**src/hw/rtl/lfsr_noise_sound_channel_core_macros.svh**
```systemverilog
// assertion macros for the noise channel core
`ifndef LFSR_NOISE_SOUND_CHANNEL_CORE_MACROS_SVH
`define LFSR_NOISE_SOUND_CHANNEL_CORE_MACROS_SVH

`ifndef ASSERT_OFF
// condition must hold in the same cycle as the trigger
`define LNSC_ASSERT_NOW(lbl, clk, rst, ante, cons, msg) \
  lbl: assert property (@(posedge clk) disable iff (rst) (ante) |-> (cons)) else $error(msg);
// condition must hold in the cycle after the trigger
`define LNSC_ASSERT_NEXT(lbl, clk, rst, ante, cons, msg) \
  lbl: assert property (@(posedge clk) disable iff (rst) (ante) |=> (cons)) else $error(msg);
`else
`define LNSC_ASSERT_NOW(lbl, clk, rst, ante, cons, msg)
`define LNSC_ASSERT_NEXT(lbl, clk, rst, ante, cons, msg)
`endif

`endif

```
**src/hw/rtl/lnsc_pkg.sv**
```systemverilog
// shared types and constants for the noise channel core
package lnsc_pkg;

  // item kinds
  typedef enum logic [1:0] {
    FUNC_WRITE  = 2'd0,
    FUNC_READ   = 2'd1,
    FUNC_NOISE  = 2'd2,
    FUNC_LENGTH = 2'd3
  } func_t;

  // register byte offsets
  localparam logic [2:0] REG_LENGTH   = 3'd0;
  localparam logic [2:0] REG_ENVELOPE = 3'd1;
  localparam logic [2:0] REG_POLY     = 3'd4;
  localparam logic [2:0] REG_CONTROL  = 3'd5;

  // lfsr feedback and seed patterns
  localparam logic [14:0] XOR_WIDE    = 15'h6000;
  localparam logic [14:0] XOR_NARROW  = 15'h0060;
  localparam logic [14:0] SEED_WIDE   = 15'h4000;
  localparam logic [14:0] SEED_NARROW = 15'h0040;

  localparam logic [6:0] LENGTH_FULL = 7'd64;
  localparam logic [7:0] LENGTH_EN_MASK = 8'h40;

  // one input item
  typedef struct packed {
    func_t       func;
    logic [2:0]  reg_offset;
    logic [7:0]  write_value;
  } item_t;

  // one result item
  typedef struct packed {
    logic [7:0]        read_data;
    logic signed [7:0] sample_out;
    logic              channel_on;
  } result_t;

endpackage

```
**src/hw/rtl/lnsc_state.sv**
```systemverilog
// channel state, register file, lfsr step and per-item result
`include "lfsr_noise_sound_channel_core_macros.svh"

module lnsc_state (
  input  logic             clk,
  input  logic             rst,
  input  logic             step,
  input  lnsc_pkg::item_t  item,
  output lnsc_pkg::result_t res
);
  import lnsc_pkg::*;

  logic [14:0]       shift_reg, shift_reg_next;
  logic              narrow_mode, narrow_mode_next;
  logic [2:0]        freq_ratio, freq_ratio_next;
  logic [3:0]        freq_shift, freq_shift_next;
  logic              length_on, length_on_next;
  logic              dac_on, dac_on_next;
  logic              chan_enabled, chan_enabled_next;
  logic [6:0]        length_left, length_left_next;
  logic [2:0]        env_divider, env_divider_next;
  logic              env_increase, env_increase_next;
  logic [3:0]        env_initial, env_initial_next;
  logic [3:0]        env_volume, env_volume_next;
  logic              env_active, env_active_next;
  logic signed [7:0] last_sample, last_sample_next;
  logic [7:0]        read_data_next;

  logic [3:0]  zombie_vol;
  logic        new_inc;
  logic        out_bit;
  logic [14:0] shifted;
  logic [7:0]  mag;
  logic        restart_xfer;
  logic        restart_ok;

  // zombie-mode volume adjustment and lfsr shift, precomputed
  always_comb begin
    new_inc    = item.write_value[3];
    zombie_vol = env_volume;
    if (env_divider == 3'd0 && env_active) begin
      zombie_vol = env_volume + 4'd1;
    end else if (!env_increase) begin
      zombie_vol = env_volume + 4'd2;
    end
    if (env_increase != new_inc) begin
      zombie_vol = 4'd0 - zombie_vol;
    end
    out_bit = shift_reg[0];
    shifted = {1'b0, shift_reg[14:1]};
    if (out_bit) begin
      shifted = shifted ^ (narrow_mode ? XOR_NARROW : XOR_WIDE);
    end
    mag = {1'b0, env_volume, 3'b000};
  end

  // next state for one item
  always_comb begin
    shift_reg_next    = shift_reg;
    narrow_mode_next  = narrow_mode;
    freq_ratio_next   = freq_ratio;
    freq_shift_next   = freq_shift;
    length_on_next    = length_on;
    dac_on_next       = dac_on;
    chan_enabled_next = chan_enabled;
    length_left_next  = length_left;
    env_divider_next  = env_divider;
    env_increase_next = env_increase;
    env_initial_next  = env_initial;
    env_volume_next   = env_volume;
    env_active_next   = env_active;
    last_sample_next  = last_sample;
    read_data_next    = 8'd0;
    unique case (item.func)
      FUNC_WRITE: begin
        unique case (item.reg_offset)
          REG_LENGTH: begin
            length_left_next = LENGTH_FULL - {1'b0, item.write_value[5:0]};
          end
          REG_ENVELOPE: begin
            env_divider_next  = item.write_value[2:0];
            env_increase_next = new_inc;
            env_initial_next  = item.write_value[7:4];
            dac_on_next       = (item.write_value[7:3] != 5'd0);
            if (item.write_value[7:3] == 5'd0) begin
              chan_enabled_next = 1'b0;
            end
            env_volume_next = zombie_vol;
          end
          REG_POLY: begin
            freq_ratio_next  = item.write_value[2:0];
            narrow_mode_next = item.write_value[3];
            freq_shift_next  = item.write_value[7:4];
          end
          REG_CONTROL: begin
            length_on_next = item.write_value[6];
            // restart
            if (item.write_value[7]) begin
              if (dac_on) begin
                chan_enabled_next = 1'b1;
              end
              if (length_left == 7'd0) begin
                length_left_next = LENGTH_FULL;
              end
              env_volume_next = env_initial;
              env_active_next = 1'b1;
              shift_reg_next  = narrow_mode ? SEED_NARROW : SEED_WIDE;
            end
          end
          default: begin
          end
        endcase
      end
      FUNC_READ: begin
        unique case (item.reg_offset)
          REG_ENVELOPE: read_data_next = {env_initial, env_increase, env_divider};
          REG_POLY:     read_data_next = {freq_shift, narrow_mode, freq_ratio};
          REG_CONTROL:  read_data_next = length_on ? LENGTH_EN_MASK : 8'd0;
          default:      read_data_next = 8'd0;
        endcase
      end
      FUNC_NOISE: begin
        // expired length halts the lfsr and mutes
        if (length_on && length_left == 7'd0) begin
          chan_enabled_next = 1'b0;
          last_sample_next  = 8'sd0;
        end else begin
          shift_reg_next = shifted;
          if (!dac_on) begin
            last_sample_next = 8'sd0;
          end else if (out_bit) begin
            last_sample_next = mag;
          end else begin
            last_sample_next = 8'd0 - mag;
          end
        end
      end
      FUNC_LENGTH: begin
        if (length_on && length_left != 7'd0) begin
          length_left_next = length_left - 7'd1;
          if (length_left == 7'd1) begin
            chan_enabled_next = 1'b0;
          end
        end
      end
    endcase
  end

  // result of the current item
  assign res.read_data  = read_data_next;
  assign res.sample_out = last_sample_next;
  assign res.channel_on = chan_enabled_next;

  // state registers
  always_ff @(posedge clk) begin
    if (rst) begin
      shift_reg    <= '0;
      narrow_mode  <= 1'b0;
      freq_ratio   <= '0;
      freq_shift   <= '0;
      length_on    <= 1'b0;
      dac_on       <= 1'b0;
      chan_enabled <= 1'b0;
      length_left  <= '0;
      env_divider  <= '0;
      env_increase <= 1'b0;
      env_initial  <= '0;
      env_volume   <= '0;
      env_active   <= 1'b0;
      last_sample  <= '0;
    end else if (step) begin
      shift_reg    <= shift_reg_next;
      narrow_mode  <= narrow_mode_next;
      freq_ratio   <= freq_ratio_next;
      freq_shift   <= freq_shift_next;
      length_on    <= length_on_next;
      dac_on       <= dac_on_next;
      chan_enabled <= chan_enabled_next;
      length_left  <= length_left_next;
      env_divider  <= env_divider_next;
      env_increase <= env_increase_next;
      env_initial  <= env_initial_next;
      env_volume   <= env_volume_next;
      env_active   <= env_active_next;
      last_sample  <= last_sample_next;
    end
  end

  // restart transfer and the state it must leave behind
  assign restart_xfer = step && item.func == FUNC_WRITE && item.reg_offset == REG_CONTROL &&
                        item.write_value[7];
  assign restart_ok   = shift_reg != 15'd0 && env_active;

  // checks on channel state
  `LNSC_ASSERT_NOW(a_enabled_needs_dac, clk, rst, chan_enabled, dac_on, "channel on with dac off")
  `LNSC_ASSERT_NOW(a_length_range, clk, rst, 1'b1, length_left <= LENGTH_FULL, "length out of range")
  `LNSC_ASSERT_NEXT(a_restart_seeds, clk, rst, restart_xfer, restart_ok, "restart did not seed")

endmodule

```
**src/hw/rtl/lfsr_noise_sound_channel_core.sv**
```systemverilog
// top level of the lfsr noise sound channel with output register
// the result is registered and valid in the cycle after the input transfer
// throughput: one item per cycle while results are taken; the result register frees when taken
// in_ready falls only while a result waits and out_ready is low
// reset: synchronous active high, clears all channel state and the result valid
`include "lfsr_noise_sound_channel_core_macros.svh"

module lfsr_noise_sound_channel_core (
  input  logic              clk,
  input  logic              rst,
  input  logic              in_valid,
  output logic              in_ready,
  input  logic [1:0]        func,
  input  logic [2:0]        reg_offset,
  input  logic [7:0]        write_value,
  output logic              out_valid,
  input  logic              out_ready,
  output logic [7:0]        read_data,
  output logic signed [7:0] sample_out,
  output logic              channel_on
);
  import lnsc_pkg::*;

  item_t   item;
  result_t res;
  result_t res_q;
  logic    in_xfer;
  logic    nonread_xfer;

  assign item.func        = func_t'(func);
  assign item.reg_offset  = reg_offset;
  assign item.write_value = write_value;

  // accept whenever the result register is free or being drained
  assign in_ready = !out_valid || out_ready;
  assign in_xfer  = in_valid && in_ready;

  lnsc_state u_state (
    .clk  (clk),
    .rst  (rst),
    .step (in_xfer),
    .item (item),
    .res  (res)
  );

  // result register
  always_ff @(posedge clk) begin
    if (rst) begin
      out_valid <= 1'b0;
    end else if (in_xfer) begin
      out_valid <= 1'b1;
    end else if (out_ready) begin
      out_valid <= 1'b0;
    end
  end

  always_ff @(posedge clk) begin
    if (in_xfer) begin
      res_q <= res;
    end
  end

  assign read_data  = res_q.read_data;
  assign sample_out = res_q.sample_out;
  assign channel_on = res_q.channel_on;

  // transfer of anything but a read
  assign nonread_xfer = in_xfer && func != FUNC_READ;

  // handshake checks
  `LNSC_ASSERT_NEXT(a_xfer_gives_result, clk, rst, in_xfer, out_valid, "transfer gave no result")
  `LNSC_ASSERT_NOW(a_ready_when_empty, clk, rst, !out_valid, in_ready, "stalled with empty output")
  `LNSC_ASSERT_NEXT(a_nonread_zero, clk, rst, nonread_xfer, read_data == 8'd0, "read data on non-read")

endmodule

```
**config.mk**
```make
export PLATFORM = sky130hd
export DESIGN_NAME = lfsr_noise_sound_channel_core
export DESIGN_NICKNAME = d
export VERILOG_FILES = /design/src/hw/rtl/lnsc_pkg.sv /design/src/hw/rtl/lnsc_state.sv /design/src/hw/rtl/lfsr_noise_sound_channel_core.sv
export VERILOG_INCLUDE_DIRS = /design/src /design/src/hw/rtl
export SDC_FILE = /design/constraint.sdc
export NUM_CORES = 1
export LEC_CHECK = 0
export BUFFER_PORTS_ARGS = -buffer_cell sky130_fd_sc_hd__buf_2
export CORE_MARGIN = 1
export CORE_UTILIZATION = 66
export CTS_BUF_LIST = sky130_fd_sc_hd__clkbuf_4 sky130_fd_sc_hd__clkbuf_8
export DETAILED_ROUTE_END_ITERATION = 16
export GPL_TIMING_DRIVEN = 0
export HOLD_SLACK_MARGIN = 0.08
export PLACE_DENSITY = 0.88
export REMOVE_ABC_BUFFERS = 1
export SLEW_MARGIN = 20
export SYNTH_ARGS = -nofsm -noshare
export SYNTH_HDL_FRONTEND = slang
export SYNTH_HIERARCHICAL = 1
export SYNTH_SLANG_ARGS = --single-unit
```
**constraint.sdc**
```tcl
create_clock -name clk -period 4.7 [get_ports clk]
set_clock_uncertainty 0.2 [all_clocks]
set_input_delay 0.94 -clock clk [delete_from_list [all_inputs] [get_ports clk]]
set_output_delay 0.94 -clock clk [all_outputs]
set_load 0.05 [all_outputs]
```
* Word level (Yosys, flattened, before mapping) *
Index checks and enable logic that the tools add are counted.

word-level totals
  output and inout port bits = 19
  input port bits = 17
  register bits = 72

cells by class
  bitwise gates (word level) = 1
  multiplexer cells = 33
  add/sub/neg operators = 6
  equal/unequal tests = 16
  reduce and logical (&&, ||, !) cells = 24

operators by type and width
  cell                   count
  $mux W15               6
  $mux W8                4
  $pmux W15 S2           1
  $mux W7                4
  $pmux W7 S2            2
  $pmux W8 S3            1
  $mux W4                4
  $xor A14 B15 Y15       1
  $reduce_and A3 Y1      3
  $mux W1                8
  $ne A2 B2 Y1 const B   4
  $pmux W4 S2            1
  $reduce_and A4 Y1      2
  $reduce_bool A2 Y1     4
  $sub A1 B7 Y8 const A  1
  $eq A7 B1 Y1 const B   1
  $logic_not A7 Y1       1
  $reduce_bool A7 Y1     1
  $sub A7 B1 Y7 const B  1
  $sub A7 B6 Y7 const A  1
  $eq A3 B3 Y1 const B   2
  $logic_not A3 Y1       2
  $ne A3 B3 Y1 const B   2
  $reduce_and A6 Y1      1
  18 further kinds       22

* Logic depth before layout (Yosys ltp) *
  depth after elaboration = 6
  depth in mapped cells = 10
  gate-level depth less buffers = 9

* Cells and area by module *
The synthesis kept the hierarchy.

by module, submodules not included
  module                         cells each  area each (um^2)  instances
  lnsc_state                     402         3170.5            1
  lfsr_noise_sound_channel_core  22          565.5             1

* Worst setup path before layout *
Ideal clock, no wire load.

  path type = input-to-reg
  from = input port out_ready
  to = register u_state.length_left[6]
  path buffers = 1
  required time = 4405 ps
  arrival time = 2921 ps
  stages = 8
  setup slack = 1484 ps
  library setup time = 95 ps
  path through = nand2b_4 > and2_4 > buf_2 > nor4b_4 > nor3b_1 > o21ai_1 > a22o_1 > a221oi_1

on the way
  word-level cells in the longest chain between the ends = 3

ends and longest elaborated chain
  item                                RTL line                             text
  start, declared                     lfsr_noise_sound_channel_core.sv:17  input logic out_ready,
  $logic_or A1 B1 Y1                  lfsr_noise_sound_channel_core.sv:35  assign in_ready = !out_valid || out_ready;
  $logic_and A1 B1 Y1                 lfsr_noise_sound_channel_core.sv:36  assign in_xfer = in_valid && in_ready;
  net in_xfer                         lfsr_noise_sound_channel_core.sv:27  logic in_xfer;
  $reduce_and A6 Y1 (no source line)  -
  end signal, assigned                lnsc_state.sv:179                    length_left <= length_left_next;
  end, declared                       lnsc_state.sv:20                     logic [6:0] length_left, length_left_next;

The timed path passes the listed nets, and every way through them passes these cells.
A chain may end at the register's enable or synchronous reset.

* Worst setup path in the final report *
Same ends and word-level chain as after synthesis.

==> metrics list <==
- The flow ran to the end, and the final reports show no timing, DRC or antenna violations.
- Synth Instances: 424
- On the worst path, the slowest cell contributes a delay of 0.57 ns.
- Top Ports: 36
- The most used flip-flop cell after synthesis is dfxtp_1.
- Ordered cell list for the critical path: buf_2, nand2b_4, and2_4, nor4b_4, nor3b_1, o21ai_1, a22o_1, a221oi_1
- Die Footprint: 5970 µm²
- 1st-pass router iterations: 7
- Critical path startpoint category: input port
- Counting instances, the worst hold path has a depth of 2.
- The die is 77.2 µm wide.
- Clock tree synthesis selected as its root buffer the cell clkbuf_8.
- Net Switching: ~0.33 mW
- Of the total power, registers draw 47.4%.
- Number of flip-flops under the largest register name: 15
- The repair_antennas step left the layout with diodes totalling 0.
* Slew HR: a little over a third
* Final Hold Vio Count: 0
* Later-pin clock latency in the skew report: 0.34 ns
- Setup fix buffers added after clock tree synthesis: 0
* Critical R2R Capture: u_state/length_left[6]$_SDFFE_PP0P_
- Slew at the pin closest to its max-slew limit: around 0.96 ns
- On the critical path, the stage with the largest delay is an instance of nor4b_4.
* Row count: 27
- Half-perimeter wire length after detailed placement: 5610 µm
- Core outline area: roughly 5500 µm²
- Routability cong.: 0.868
- Across the run, the number of max-cap violations was 0.
* Comb pwr share: 10.2%
* Proportion of synthesized chip area in sequential cells: 43.1%
* Pin count of the biggest net entering global routing: 55
- Synth-to-Final Area Change: 10.5%
- After global routing the overflow that remains totals 0.
* Initial DRC count: 222
* Total buffers and inverters traversed by the critical path: 1
* Avg Inst Size Synth: 8.81 µm²
- Number of slew-limit violations in the final report: 0
- Data on the critical path is required at its endpoint by 4.74 ns.
- Flops & latches, synth: 72
- Worst path arrival time: 3.20 ns
* Worst-case clock buffer depth: 2
- Vertical die dimension: ~77 µm
* Fraction of power spent switching nets: around 24%
- The netlist uses between 60 and 70 different library cells.
- The worst setup path is of the input port to flip-flop kind.
- Antenna violations before repair: 0
* TritonCTS sink count: 72
- Gates resized during post-CTS repair numbered 0.
- Setup repair after global routing left no endpoint under its margin.
- In the final routed layout, each cell accounts on average for 16.4 µm.
- The analysis attributes to cell leakage a power of 1.61 nW.
* Capturing element of the worst setup path: u_state/length_left[6]$_SDFFE_PP0P_
* Clock power frac: 42.4%
* Count of flip-flops with a built-in enable after synthesis: 17
* Critical path depth in cells: 8
* Cell area after synthesis: 3740 µm²
* Highest fanout seen on the critical path: 35
- The cell family contributing the most delay on the critical path is simple AND/OR/NAND/NOR gates.
- The post-route netlist has ~15% of its cells at a drive strength greater than 1.
- For the final routed database, the setup TNS stands at 0 ns.
- Number of remaining DRC errors: 0
- Post-layout net count: 467
- Standard cell area after detailed placement: ~3900 µm²
- Global-route usage over all layers: 31.1%
* Worst flop-to-flop path startpoint: out_valid$_SDFFE_PP0P_
* Number of port buffers: 35
- Detail-routed via count per cell: around 6.3
- For this configuration, the core starts out at a cell density of 68.3%.
* Power Density: 332 nW/µm²
- TritonCTS built the clock tree.
- Setup violations remaining at the end of the flow were counted as 0.
- Across the VDD grid, the largest voltage drop is ~0.17 mV.
- The first global-routing pass estimated roughly 15000 µm of wire.
- Ys async rst share: 0%
- Sort of element at the end of the critical path: flip-flop
* Number of H-tree levels: 3
* Count of synthesis-stage warnings from yosys: 6
* R2r setup slk: 1.92 ns
- Across all layers, the routed design uses 3258 vias.
* Final Cell Area: 4130 µm²
- Register clock-pin slew on the reported worst setup and hold paths: 0.07 ns
- Final wirelength: between 8000 and 9000 µm
* Time the worst path needs with I/O delays and setup: 3.16 ns
* Antenna viol nets, final: 0
- The internal portion of the total power is 1.04 mW.
* Post-cts hold buffer count: 0
- Via count of the first global-routing pass: 3176
- R2R cell count: 7
- Critical Path Start: out_ready
- TritonCTS Buffers: 9
- Hold/Removal Path Class: flip-flop to flip-flop
* Period utilization: 67.1%
- Max frequency: 317 MHz
## how the worst min path moves through the flow
stage	startpoint	to
after global routing	u_state/freq_shift[2]$_SDFFE_PP0P_	u_state/freq_shift[2]$_SDFFE_PP0P_
after CTS	u_state/last_sample[2]$_SDFFE_PP0P_	u_state/last_sample[2]$_SDFFE_PP0P_
final	u_state/freq_shift[2]$_SDFFE_PP0P_	u_state/freq_shift[2]$_SDFFE_PP0P_
after detailed placement	u_state/last_sample[2]$_SDFFE_PP0P_	u_state/last_sample[2]$_SDFFE_PP0P_
after floorplan	u_state/last_sample[0]$_SDFFE_PP0P_	u_state/last_sample[0]$_SDFFE_PP0P_
after global placement	u_state/last_sample[1]$_SDFFE_PP0P_	u_state/last_sample[1]$_SDFFE_PP0P_
## routing by layer
layer	routed length (µm)	track usage, %	up-vias
met4	165	12.8	0
met2	4080	49.9	133
met5	0	0	-
li1	-	-	1565
met3	469	6.19	17
met1	3770	40.9	1543
## tightest hold or removal path: cells and delay by family (launching register included)
| family | cells | cell delay (ns) |
|---|---|---|
| compound gates | 1 | 0.05 |
| simple gates | 1 | 0.05 |
| flops | 1 | 0.31 |
## synthesized netlist by cell type (all sizes together), types with 2 or more instances
cell	count	area, µm²
or4	2	18.8
a32oi	2	17.5
o21ai	17	85.1
o211ai	3	22.5
mux2i	10	100
dfxtp	55	1100
nand2b	6	45.0
nor3	10	55.1
ha	9	113
a221oi	2	17.5
a22oi	21	158
xnor2	7	61.3
a311oi	2	23.8
xor2	7	61.3
nor2	55	206
nor3b	2	15.0
a21oi	31	159
nor2b	5	31.3
buf	5	27.5
and4	4	37.5
a2bb2oi	3	32.5
inv	11	41.3
edfxtp	17	510
nand3b	2	15.0
nand3	17	85.1
a211oi	4	30.0
or3	4	25.0
nand4	5	31.3
a22o	2	17.5
clkbuf	24	90.1
o32ai	4	35.0
nand2	38	143
and2	10	65.1
nor4b	4	71.3
a31oi	4	25.0
and3	6	37.5
## cells in the final DEF, fill, tap and decap left out, types with 2 or more instances in the layout
master,Yosys,layout
mux2i_1,10,10
nand2_1,38,38
nand2b_1,5,5
or3_1,4,4
nand3_1,17,17
a32oi_1,2,2
a22oi_1,21,21
a221oi_1,2,2
nor4b_4,2,2
clkbuf_8,0,9
nor3b_1,2,2
and3_1,6,6
nand4_1,5,5
nor3_1,9,9
xor2_1,7,7
a22o_1,2,2
buf_2,4,35
nand3b_1,2,2
a21oi_1,30,30
o21ai_0,15,15
o211ai_1,3,3
dfxtp_1,55,55
ha_1,9,9
and4_1,3,3
a31oi_1,4,4
and2_1,9,9
nor2_1,55,55
a2bb2oi_1,2,2
edfxtp_1,17,17
o32ai_1,4,4
nor2b_1,5,4
inv_1,11,11
bufinv_16,0,3
a211oi_1,4,4
xnor2_1,7,7
## stage by stage
step	cells	utilization [%]	power (mW)	hold WS, ns	setup WS [ns]
after detailed placement	502	71.0	0.800	0.239	1.20
final	518	75.4	1.37	0.261	1.54
after global placement	502	71.0	0.796	0.234	1.27
after global routing	518	75.4	1.42	0.288	1.33
after floorplan	395	-	0.752	0.221	1.55
after CTS	518	75.4	1.38	0.261	1.57
## layout make-up
cell class              count  area, µm²
repair buffers             35        175
multi-input cells         312       1970
inverters                  11       41.3
fillers                   392       1340
flip-flops and latches     72       1610
clock inverters             6        108
clock buffers              10        131
well taps                  72       90.1
## cells by family after synthesis
kind of cell               share of synthesized area, %
adders and majority gates                          3.01
and+or+nand+nor                                    24.5
AOI/OAI and AO/OA                                  18.8
xor gates and xnor gates                           3.28
buffers and inverters                              4.25
DFF                                                43.1
muxes                                              2.98
## power by group through the flow
stage / logic, mW / registers [mW] / clock network [mW]
3_5_place_dp: 0.136 / 0.664 / 0
6_report: 0.139 / 0.649 / 0.582
5_1_grt: 0.151 / 0.650 / 0.618
2_1_floorplan: 0.0621 / 0.689 / 0
4_1_cts: 0.138 / 0.649 / 0.590
3_3_place_gp: 0.134 / 0.663 / 0
(Power assumes the default switching activity.)
